<file path="src/design/tcm_pkg.sv">
//------------------------------------------------------------------------------
// Thruster command mixer package
// Axis and pair codes, calibration constants and the calibration function.
//------------------------------------------------------------------------------
`default_nettype none

package tcm_pkg;

	typedef enum logic [1:0] {
		OP_SURGE = 2'd0,
		OP_SWAY  = 2'd1,
		OP_HEAVE = 2'd2,
		OP_TURN  = 2'd3
	} opcode_t;

	typedef enum logic [1:0] {
		PAIR_EAST_WEST  = 2'd0,
		PAIR_NS_SWAY    = 2'd1,
		PAIR_NS_HEAVE   = 2'd2,
		PAIR_UNUSED     = 2'd3
	} pair_t;

	localparam int GAIN_W = 17;
	localparam int OFF_W  = 22;
	localparam int SUM_W  = 25;
	localparam int FRAC_W = 16;

	typedef logic [GAIN_W-1:0] gain_t;
	typedef logic [OFF_W-1:0]  offset_t;

	// Linear fits toward the south sway thruster, unsigned Q16
	localparam gain_t   GAIN_WEST   = 17'd67020;
	localparam offset_t OFF_WEST    = 22'd2684998;
	localparam gain_t   GAIN_EAST   = 17'd60823;
	localparam offset_t OFF_EAST    = 22'd1143962;
	localparam gain_t   GAIN_NSWAY  = 17'd52545;
	localparam offset_t OFF_NSWAY   = 22'd2757165;
	localparam gain_t   GAIN_SSWAY  = 17'd65536;
	localparam offset_t OFF_SSWAY   = 22'd0;
	localparam gain_t   GAIN_NHEAVE = 17'd60615;
	localparam offset_t OFF_NHEAVE  = 22'd3349270;
	localparam gain_t   GAIN_SHEAVE = 17'd58615;
	localparam offset_t OFF_SHEAVE  = 22'd944540;

	// Truncate the fraction, saturate to 255
	function automatic logic [7:0] calibrate(input logic [7:0] level, input gain_t gain,
		input offset_t offset);
		logic [SUM_W-1:0]        sum;
		logic [SUM_W-FRAC_W-1:0] y;
		sum = SUM_W'(gain) * SUM_W'(level) + SUM_W'(offset);
		y   = sum[SUM_W-1:FRAC_W];
		return y[SUM_W-FRAC_W-1] ? 8'hFF : y[7:0];
	endfunction

endpackage

`default_nettype wire

</file>
<file path="src/design/tcm_ifs.sv">
//------------------------------------------------------------------------------
// Thruster command mixer channels
// Valid/ready interfaces for the axis command and the pair drive result.
//------------------------------------------------------------------------------
`default_nettype none

interface tcm_cmd_if;
	logic             valid;
	logic             ready;
	logic [1:0]       opcode;
	logic signed [8:0] command;

	modport source (output valid, output opcode, output command, input ready);
	modport sink   (input valid, input opcode, input command, output ready);
endinterface

interface tcm_drive_if;
	logic       valid;
	logic       ready;
	logic [1:0] pair;
	logic [7:0] duty_first;
	logic       forward_first;
	logic [7:0] duty_second;
	logic       forward_second;

	modport source (output valid, output pair, output duty_first, output forward_first,
		output duty_second, output forward_second, input ready);
	modport sink   (input valid, input pair, input duty_first, input forward_first,
		input duty_second, input forward_second, output ready);
endinterface

`default_nettype wire

</file>
<file path="src/design/thruster_command_mixer.sv">
//------------------------------------------------------------------------------
// Thruster command mixer
// Maps one signed axis command onto one calibrated thruster pair.
//------------------------------------------------------------------------------
// Path: a command transaction passes the input register, then the result register
// (which captures the results of the two calibration multiplies).
// Throughput: one transaction per cycle while drive.ready is high; a stalled result stage holds off new commands.
// Reset: pipeline empty, turn steering follows the surge pair.
//------------------------------------------------------------------------------
`default_nettype none

module thruster_command_mixer (
	input  wire logic  clk,
	input  wire logic  arst_n,
	tcm_cmd_if.sink    cmd,
	tcm_drive_if.source drive
);
	import tcm_pkg::*;

	logic              valid_s1;
	logic [1:0]        opcode_s1;
	logic [8:0]        command_s1;
	logic              lws_s1;
	logic              last_was_surge_q;

	logic              valid_s2;
	logic [1:0]        pair_s2;
	logic [7:0]        duty_first_s2;
	logic              forward_first_s2;
	logic [7:0]        duty_second_s2;
	logic              forward_second_s2;

	logic              adv_s2;
	logic              adv_s1;
	logic              cmd_take;

	logic              neg;
	logic              pos;
	logic [8:0]        mag9;
	logic [7:0]        level;
	pair_t             pair;
	logic [7:0]        duty_first;
	logic [7:0]        duty_second;
	logic              forward_first;
	logic              forward_second;

	assign adv_s2    = !valid_s2 || drive.ready;
	assign adv_s1    = !valid_s1 || adv_s2;
	assign cmd.ready = adv_s1;
	assign cmd_take  = cmd.valid && adv_s1;

	// Input register; steering state follows each accepted surge or sway command
	always_ff @(posedge clk or negedge arst_n) begin
		if (!arst_n) begin
			valid_s1         <= 1'b0;
			last_was_surge_q <= 1'b1;
		end else begin
			if (adv_s1)
				valid_s1 <= cmd.valid;
			if (cmd_take) begin
				case (opcode_t'(cmd.opcode))
					OP_SURGE: last_was_surge_q <= 1'b1;
					OP_SWAY:  last_was_surge_q <= 1'b0;
					default:  last_was_surge_q <= last_was_surge_q;
				endcase
			end
		end
	end

	always_ff @(posedge clk) begin
		if (cmd_take) begin
			opcode_s1  <= cmd.opcode;
			command_s1 <= cmd.command;
			lws_s1     <= last_was_surge_q;
		end
	end

	// Level is 255 minus saturated magnitude; zero counts as negative
	always_comb begin
		neg   = command_s1[8];
		pos   = !neg && (command_s1 != 9'd0);
		mag9  = neg ? (~command_s1 + 9'd1) : command_s1;
		level = 8'hFF - (mag9[8] ? 8'hFF : mag9[7:0]);

		case (opcode_t'(opcode_s1))
			OP_SURGE: pair = PAIR_EAST_WEST;
			OP_SWAY:  pair = PAIR_NS_SWAY;
			OP_HEAVE: pair = PAIR_NS_HEAVE;
			OP_TURN:  pair = lws_s1 ? PAIR_EAST_WEST : PAIR_NS_SWAY;
			default:  pair = PAIR_EAST_WEST;
		endcase

		case (pair)
			PAIR_EAST_WEST: begin
				duty_first  = calibrate(level, GAIN_EAST, OFF_EAST);
				duty_second = calibrate(level, GAIN_WEST, OFF_WEST);
			end
			PAIR_NS_SWAY: begin
				duty_first  = calibrate(level, GAIN_NSWAY, OFF_NSWAY);
				duty_second = calibrate(level, GAIN_SSWAY, OFF_SSWAY);
			end
			default: begin
				duty_first  = calibrate(level, GAIN_NHEAVE, OFF_NHEAVE);
				duty_second = calibrate(level, GAIN_SHEAVE, OFF_SHEAVE);
			end
		endcase

		// Turn drives the pair in opposition; sway pair is mirrored
		if (opcode_t'(opcode_s1) == OP_TURN) begin
			forward_first  = (pair == PAIR_EAST_WEST) ? pos : !pos;
			forward_second = !forward_first;
		end else begin
			forward_first  = pos;
			forward_second = pos;
		end
	end

	// Result register
	always_ff @(posedge clk or negedge arst_n) begin
		if (!arst_n) begin
			valid_s2 <= 1'b0;
		end else if (adv_s2) begin
			valid_s2 <= valid_s1;
		end
	end

	always_ff @(posedge clk) begin
		if (adv_s2 && valid_s1) begin
			pair_s2           <= pair;
			duty_first_s2     <= duty_first;
			forward_first_s2  <= forward_first;
			duty_second_s2    <= duty_second;
			forward_second_s2 <= forward_second;
		end
	end

	assign drive.valid          = valid_s2;
	assign drive.pair           = pair_s2;
	assign drive.duty_first     = duty_first_s2;
	assign drive.forward_first  = forward_first_s2;
	assign drive.duty_second    = duty_second_s2;
	assign drive.forward_second = forward_second_s2;

endmodule

`default_nettype wire
</file>
<file path="src/flat_wrapper.sv">
// flat-port wrapper written by rule: the top's interface ports become plain ports
module thruster_command_mixer_flat import tcm_pkg::*;
  (clk, arst_n, cmd_valid, cmd_opcode, cmd_command, cmd_ready, drive_valid, drive_pair, drive_duty_first, drive_forward_first, drive_duty_second, drive_forward_second, drive_ready);
  tcm_cmd_if cmd_i ();
  tcm_drive_if drive_i ();
  input  wire logic clk;
  input  wire logic arst_n;
  input wire logic [$bits(cmd_i.valid)-1:0] cmd_valid;
  input wire logic [$bits(cmd_i.opcode)-1:0] cmd_opcode;
  input wire logic [$bits(cmd_i.command)-1:0] cmd_command;
  output wire logic [$bits(cmd_i.ready)-1:0] cmd_ready;
  output wire logic [$bits(drive_i.valid)-1:0] drive_valid;
  output wire logic [$bits(drive_i.pair)-1:0] drive_pair;
  output wire logic [$bits(drive_i.duty_first)-1:0] drive_duty_first;
  output wire logic [$bits(drive_i.forward_first)-1:0] drive_forward_first;
  output wire logic [$bits(drive_i.duty_second)-1:0] drive_duty_second;
  output wire logic [$bits(drive_i.forward_second)-1:0] drive_forward_second;
  input wire logic [$bits(drive_i.ready)-1:0] drive_ready;
  assign cmd_i.valid = cmd_valid;
  assign cmd_i.opcode = cmd_opcode;
  assign cmd_i.command = cmd_command;
  assign cmd_ready = cmd_i.ready;
  assign drive_valid = drive_i.valid;
  assign drive_pair = drive_i.pair;
  assign drive_duty_first = drive_i.duty_first;
  assign drive_forward_first = drive_i.forward_first;
  assign drive_duty_second = drive_i.duty_second;
  assign drive_forward_second = drive_i.forward_second;
  assign drive_i.ready = drive_ready;
  thruster_command_mixer u_core (.clk(clk), .arst_n(arst_n), .cmd(cmd_i), .drive(drive_i));
endmodule
</file>
<file path="config.mk">
export PLATFORM = sky130hd
export DESIGN_NAME = thruster_command_mixer_flat
export DESIGN_NICKNAME = d
export VERILOG_FILES = /design/src/design/tcm_pkg.sv /design/src/design/tcm_ifs.sv /design/src/design/thruster_command_mixer.sv /design/src/flat_wrapper.sv
export SDC_FILE = /design/constraint.sdc
export NUM_CORES = 1
export LEC_CHECK = 0
export ABC_AREA = 1
export BUFFER_PORTS_ARGS = -buffer_cell sky130_fd_sc_hd__buf_2
export CAP_MARGIN = 10
export CORE_MARGIN = 5
export CORE_UTILIZATION = 45
export DETAILED_ROUTE_END_ITERATION = 6
export GPL_TIMING_DRIVEN = 0
export PLACE_DENSITY_LB_ADDON = 0.3
export SLEW_MARGIN = 5
export SYNTH_ARGS = -nofsm -noshare
export SYNTH_HDL_FRONTEND = slang
export SYNTH_SLANG_ARGS = --single-unit
</file>
<file path="constraint.sdc">
create_clock -name clk -period 15.3 [get_ports clk]
set_input_delay 0.765 -clock clk [delete_from_list [all_inputs] [get_ports clk]]
set_output_delay 0.765 -clock clk [all_outputs]
set_load 0.005 [all_outputs]
</file>
Word level (Yosys, flattened, before mapping)
Index checks and enable logic that the tools add are counted.

storage, ports and cells
  word-level logic and storage cells = 60
  register bits = 35
  output and inout bits = 22

cells by class
  multipliers = 5
  equal/unequal tests = 5
  reduce and logical (&&, ||, !) cells = 16
  multiplexer cells = 15
  add/subtract/negate cells = 7
  bitwise operators = 1

operator list
  operator                                                              number
  16-bit by 8-bit multiplier with 24-bit output (first input constant)  4
  24-bit by 22-bit adder with 25-bit output (second input constant)     2
  8-bit 2-to-1 mux                                                      6
  8-bit case mux with 2 select lines                                    2
  24-bit by 20-bit adder with 25-bit output (second input constant)     1
  24-bit by 21-bit adder with 25-bit output (second input constant)     1
  25-bit by 22-bit adder with 25-bit output (second input constant)     1
  15-bit by 8-bit multiplier with 23-bit output (first input constant)  1
  9-bit by 1-bit adder with 9-bit output (second input constant)        1
  9-bit 2-to-1 mux                                                      1
  9-bit NOT                                                             1
  9-bit nonzero test                                                    1
  2-bit case mux with 4 select lines                                    1
  8-bit subtractor (first input constant)                               1
  2-bit by 1-bit == test with 1-bit output (second input constant)      3
  2-bit zero test                                                       3
  1-bit zero test                                                       5
  2-bit == test (second input constant)                                 2
  1-bit 2-to-1 mux                                                      4
  1-bit logical AND                                                     3
  1-bit logical OR                                                      2
  1-bit case mux with 2 select lines                                    1
  2-bit AND reduction                                                   1
  2-bit nonzero test                                                    1

Depth between registers and ports, before layout
  word-level depth = 9
  gate-level depth with buffers = 38
  depth with buffers taken out = 37

Worst setup path after synthesis
No wires, ideal clock.

  kind = reg-to-reg
  from = register u_core.command_s1[0]
  to = register u_core.duty_second_s2[1], in the netlist u_core.drive.duty_second[1] (data pin)
  setup time = 0.257 ns
  setup slack = 9.270 ns
  arrival = 5.773 ns
  stages on the path, launching flop included = 35
  cell sequence = edfxtp_1 inv_2 ha_1 nand2_1 nor2_2 nand3_4 nand2_1 inv_2 ha_1 inv_1 fa_1 ha_1 fa_1 inv_1 fa_1 inv_1 ha_1 nand2_1 nor2_1 nor2_1 nand2_1 nand2_1 nand2_1 nand2_1 nand2_1 nand2_1 nand2_1 nand2_1 nand2_2 nor2_2 nand3_2 nand2_4 nand3_2 nor2_1 nor2_1

on the way
  cells in the longest elaborated chain, start to end = 9

RTL lines
  item                                                                                                            line                           text
  from (decl)                                                                                                     thruster_command_mixer.sv:22   logic [8:0] command_s1;
  from (signal assigned)                                                                                          thruster_command_mixer.sv:73   command_s1 <= cmd.command;
  9-bit NOT                                                                                                       thruster_command_mixer.sv:82   mag9 = neg ? (~command_s1 + 9'd1) : command_s1;
  9-bit by 1-bit adder with 9-bit output                                                                          thruster_command_mixer.sv:82
  9-bit 2-to-1 mux *                                                                                              thruster_command_mixer.sv:82
  8-bit 2-to-1 mux *                                                                                              thruster_command_mixer.sv:83   level = 8'hFF - (mag9[8] ? 8'hFF : mag9[7:0]);
  8-bit subtractor *                                                                                              thruster_command_mixer.sv:83
  16-bit by 8-bit multiplier with 24-bit output or 15-bit by 8-bit multiplier with 23-bit output (tied branches)  tcm_pkg.sv:50                  sum = SUM_W'(gain) * SUM_W'(level) + SUM_W'(offset);
  24-bit by 20-bit adder with 25-bit output or 25-bit by 22-bit adder with 25-bit output (tied branches)          tcm_pkg.sv:50
  8-bit 2-to-1 mux                                                                                                tcm_pkg.sv:52                  return y[SUM_W-FRAC_W-1] ? 8'hFF : y[7:0];
  8-bit case mux with 2 select lines *                                                                            thruster_command_mixer.sv:93   case (pair)
  named net u_core.duty_second[1]                                                                                 thruster_command_mixer.sv:43   logic [7:0] duty_second;
  to (signal assigned)                                                                                            thruster_command_mixer.sv:132  duty_second_s2 <= duty_second;
  to (decl)                                                                                                       thruster_command_mixer.sv:30   logic [7:0] duty_second_s2;

The timed path passes the listed nets; every way through them passes the cells marked *.
A chain may end at the register's enable or synchronous reset.

Worst setup path in the final report
  from = register u_core.command_s1[0]
  to = register u_core.duty_second_s2[0], in the netlist u_core.drive.duty_second[0] (data pin)

The elaborated chain is that of the path after synthesis.

==> impl_metrics.ini <==
[status]
status = finished, final reports clean

[min_path]
hp-class = in2async

[worst_setup_path]
cpPeakStageDelay_ps = 700
end_kind = flop
crit_slowest_cell = nand2_1
crit_start = u_core.command_s1[0]$_DFFE_PP_
r2r-end = u_core.drive.duty_second[0]$_DFFE_PP_
reg2reg_depth = 31
critPathMaxFanout = 17
crit_required_ps = 15340
setup.worst_path.start_class = flop
crit_path_frequent_cell = nand2_1
arrival_ps = 7940
crit-reg2reg-launch = u_core.command_s1[0]$_DFFE_PP_
ff2ff_setup_slack_ps = 7410
critPathKind = reg2reg

[floorplanning]
coreArea_sq_um = 26700
die_x_microns = 174
initial_core_util = 0.452
die_y_microns = 174
pin_count = 37
dieArea_sq_um = 30200
placementRows = 60

[yosys]
synth_area_leaders = fa_1 (25%), ha_1 (23%), nand2_1 (10%)
yosys_warnings = 0
seq_area_frac_synth = 0.0858
synth_edf_count = 32
ys_seq_elements = 35
synth.distinct_cells = 50
synth_most_common_cell = nand2_1
avgSynthCellArea_sq_um = 7.74
synth_top_area_share = 0.247
synth_top_cell_by_area = fa_1
synth_top_flop_cell = edfxtp_1
ys_top_cells_by_count = nand2_1 (326), inv_1 (306), ha_1 (224)
synthArstFlopShare = 0.0857
syn_nets = 1950
synthesis.area_sq_um = 12100
syn_inst = 1562

[place]
pre_cts_ws_ps = 7560
io_buffers = 36
gp_congestion = 0.960
dp_hpwl_mm = 29.3

[finish]
n_fill_cell = 2630
drive_above_1_share = 0.0634
nets = 1996
n_antenna_cell = 0
synthToLayoutAreaGrowth_pct = 6.52

[sta]
timing.final.crit_share = 0.516
rsz0062_at_grt = no
finalSetupViolations = 0
min_period_ps = 7890
timing.final.ws_setup_ps = 7410
worst_pin_slew_ps = 1150
skew_ps = 6.89
hold_viol = 0
maxSlewViolCount = 0
slew_headroom = 0.233
fin_tns_setup_ps = 0
hold_slack_ps = 254
fmax_mhz = 127

[clocking]
clk_pin_slew_worst_paths_ps = 60
clk_path_buf_depth = 2
cts_setup_buffers = 0
worstSkewPairLatency_ps = 290
cts_hold_buf = 0
cts_tree = done
numCtsBuffers = 5
cts.repair.resized = 0
h-tree-depth = 2
cts.sinks = 35
cts_root_buf = clkbuf_16

[grt]
grt_use_total = 0.227
grt_pass1_vias = 10300
grt_overflow = 0
grt_max_degree = 21
grt_pass1_wl_mm = 54.5
antenna_found_initial = 0

[route]
drtIter0Drc = 754
vias = 10400
route.detailed.drc = 0
wl_per_cell_microns = 17.7
drtPass1Iterations = 5
wl_mm = 34.5
via_per_inst = 5.33
ant_nets = 0

[flow_run]
maxCapViolCount = 0
-- state kept, by name (all words and copies together), names as in the netlist, 2 cells and up --
register and flops:
u_core.opcode_s1 2, u_core.drive.duty_second 8, u_core.drive.duty_first 8, u_core.drive.pair 2, u_core.command_s1 9
-- worst max-delay path by stage --
stage,end,slack (ps),cells past startpoint
floorplan,u_core.drive.duty_second[1]$_DFFE_PP_,9270,34
global placement,u_core.drive.duty_first[3]$_DFFE_PP_,7190,28
detailed placement,u_core.drive.duty_second[7]$_DFFE_PP_,7560,34
CTS,u_core.drive.duty_second[0]$_DFFE_PP_,7530,31
global route,u_core.drive.duty_second[0]$_DFFE_PP_,6900,34
finish,u_core.drive.duty_second[0]$_DFFE_PP_,7410,31
-- metrics by stage --
stage	instance area (sq um)	util	cells
after floorplan	12100	-	1562
after global placement	12700	0.475	1939
after detailed placement	12700	0.476	1942
after CTS	12900	0.482	1950
after global routing	12900	0.482	1950
final	12900	0.482	1950
-- worst max-delay path: cells and delay by family (launching register included) --
family | cells | cell delay, ps
adder cells (fa/ha/maj) | 7 | 3160
AND/OR/NAND/NOR | 18 | 2630
buffers and inverters | 5 | 1240
flip-flops | 1 | 420
XOR/XNOR | 1 | 170
-- logic make-up (layout without fill, tap and decap cells) --
| kind of cell | after synthesis | count (layout) | synth area share |
|---|---|---|---|
| AO/OA/AOI/OAI | 194 | 194 | 0.0903 |
| buffers and inverters | 325 | 372 | 0.102 |
| AND/OR/NAND/NOR | 596 | 596 | 0.215 |
| flip-flops | 35 | 35 | 0.0858 |
| XOR/XNOR | 39 | 39 | 0.0283 |
| adder cells (fa/ha/maj) | 373 | 373 | 0.479 |
-- cell type report --
class	instances	area, sq um	area share
buffer	6	38.8	0.00301
clock inverter	2	12.5	0.000972
inverter	319	1200	0.0932
sequential	35	1040	0.0806
multi-input combinational	1202	9820	0.763
timing repair buffer	39	214	0.0166
clock buffer	6	129	0.0100
tap	341	427	0.0331
-- layer usage --
layer | vias up | routed length (microns) | global-route usage
li1 | 5117 | - | -
met1 | 4887 | 15100 | 0.311
met2 | 343 | 15700 | 0.373
met3 | 44 | 2560 | 0.0328
met4 | 0 | 1120 | 0.0732
met5 | - | 0 | 0
-- placed cells by master (no fill, tap or decap), drive strengths merged, types with 21 or more instances in the layout --
cell type  count
nand2        336
inv          319
ha           224
fa           149
nor2         112
nand3         93
a21oi         89
o21ai         62
buf           43
edfxtp        32
nand4         22
xor2          21
Power is left out: the tool's default activity adds up to more than one toggle a clock period on the data nets, which glitch-free logic cannot reach.
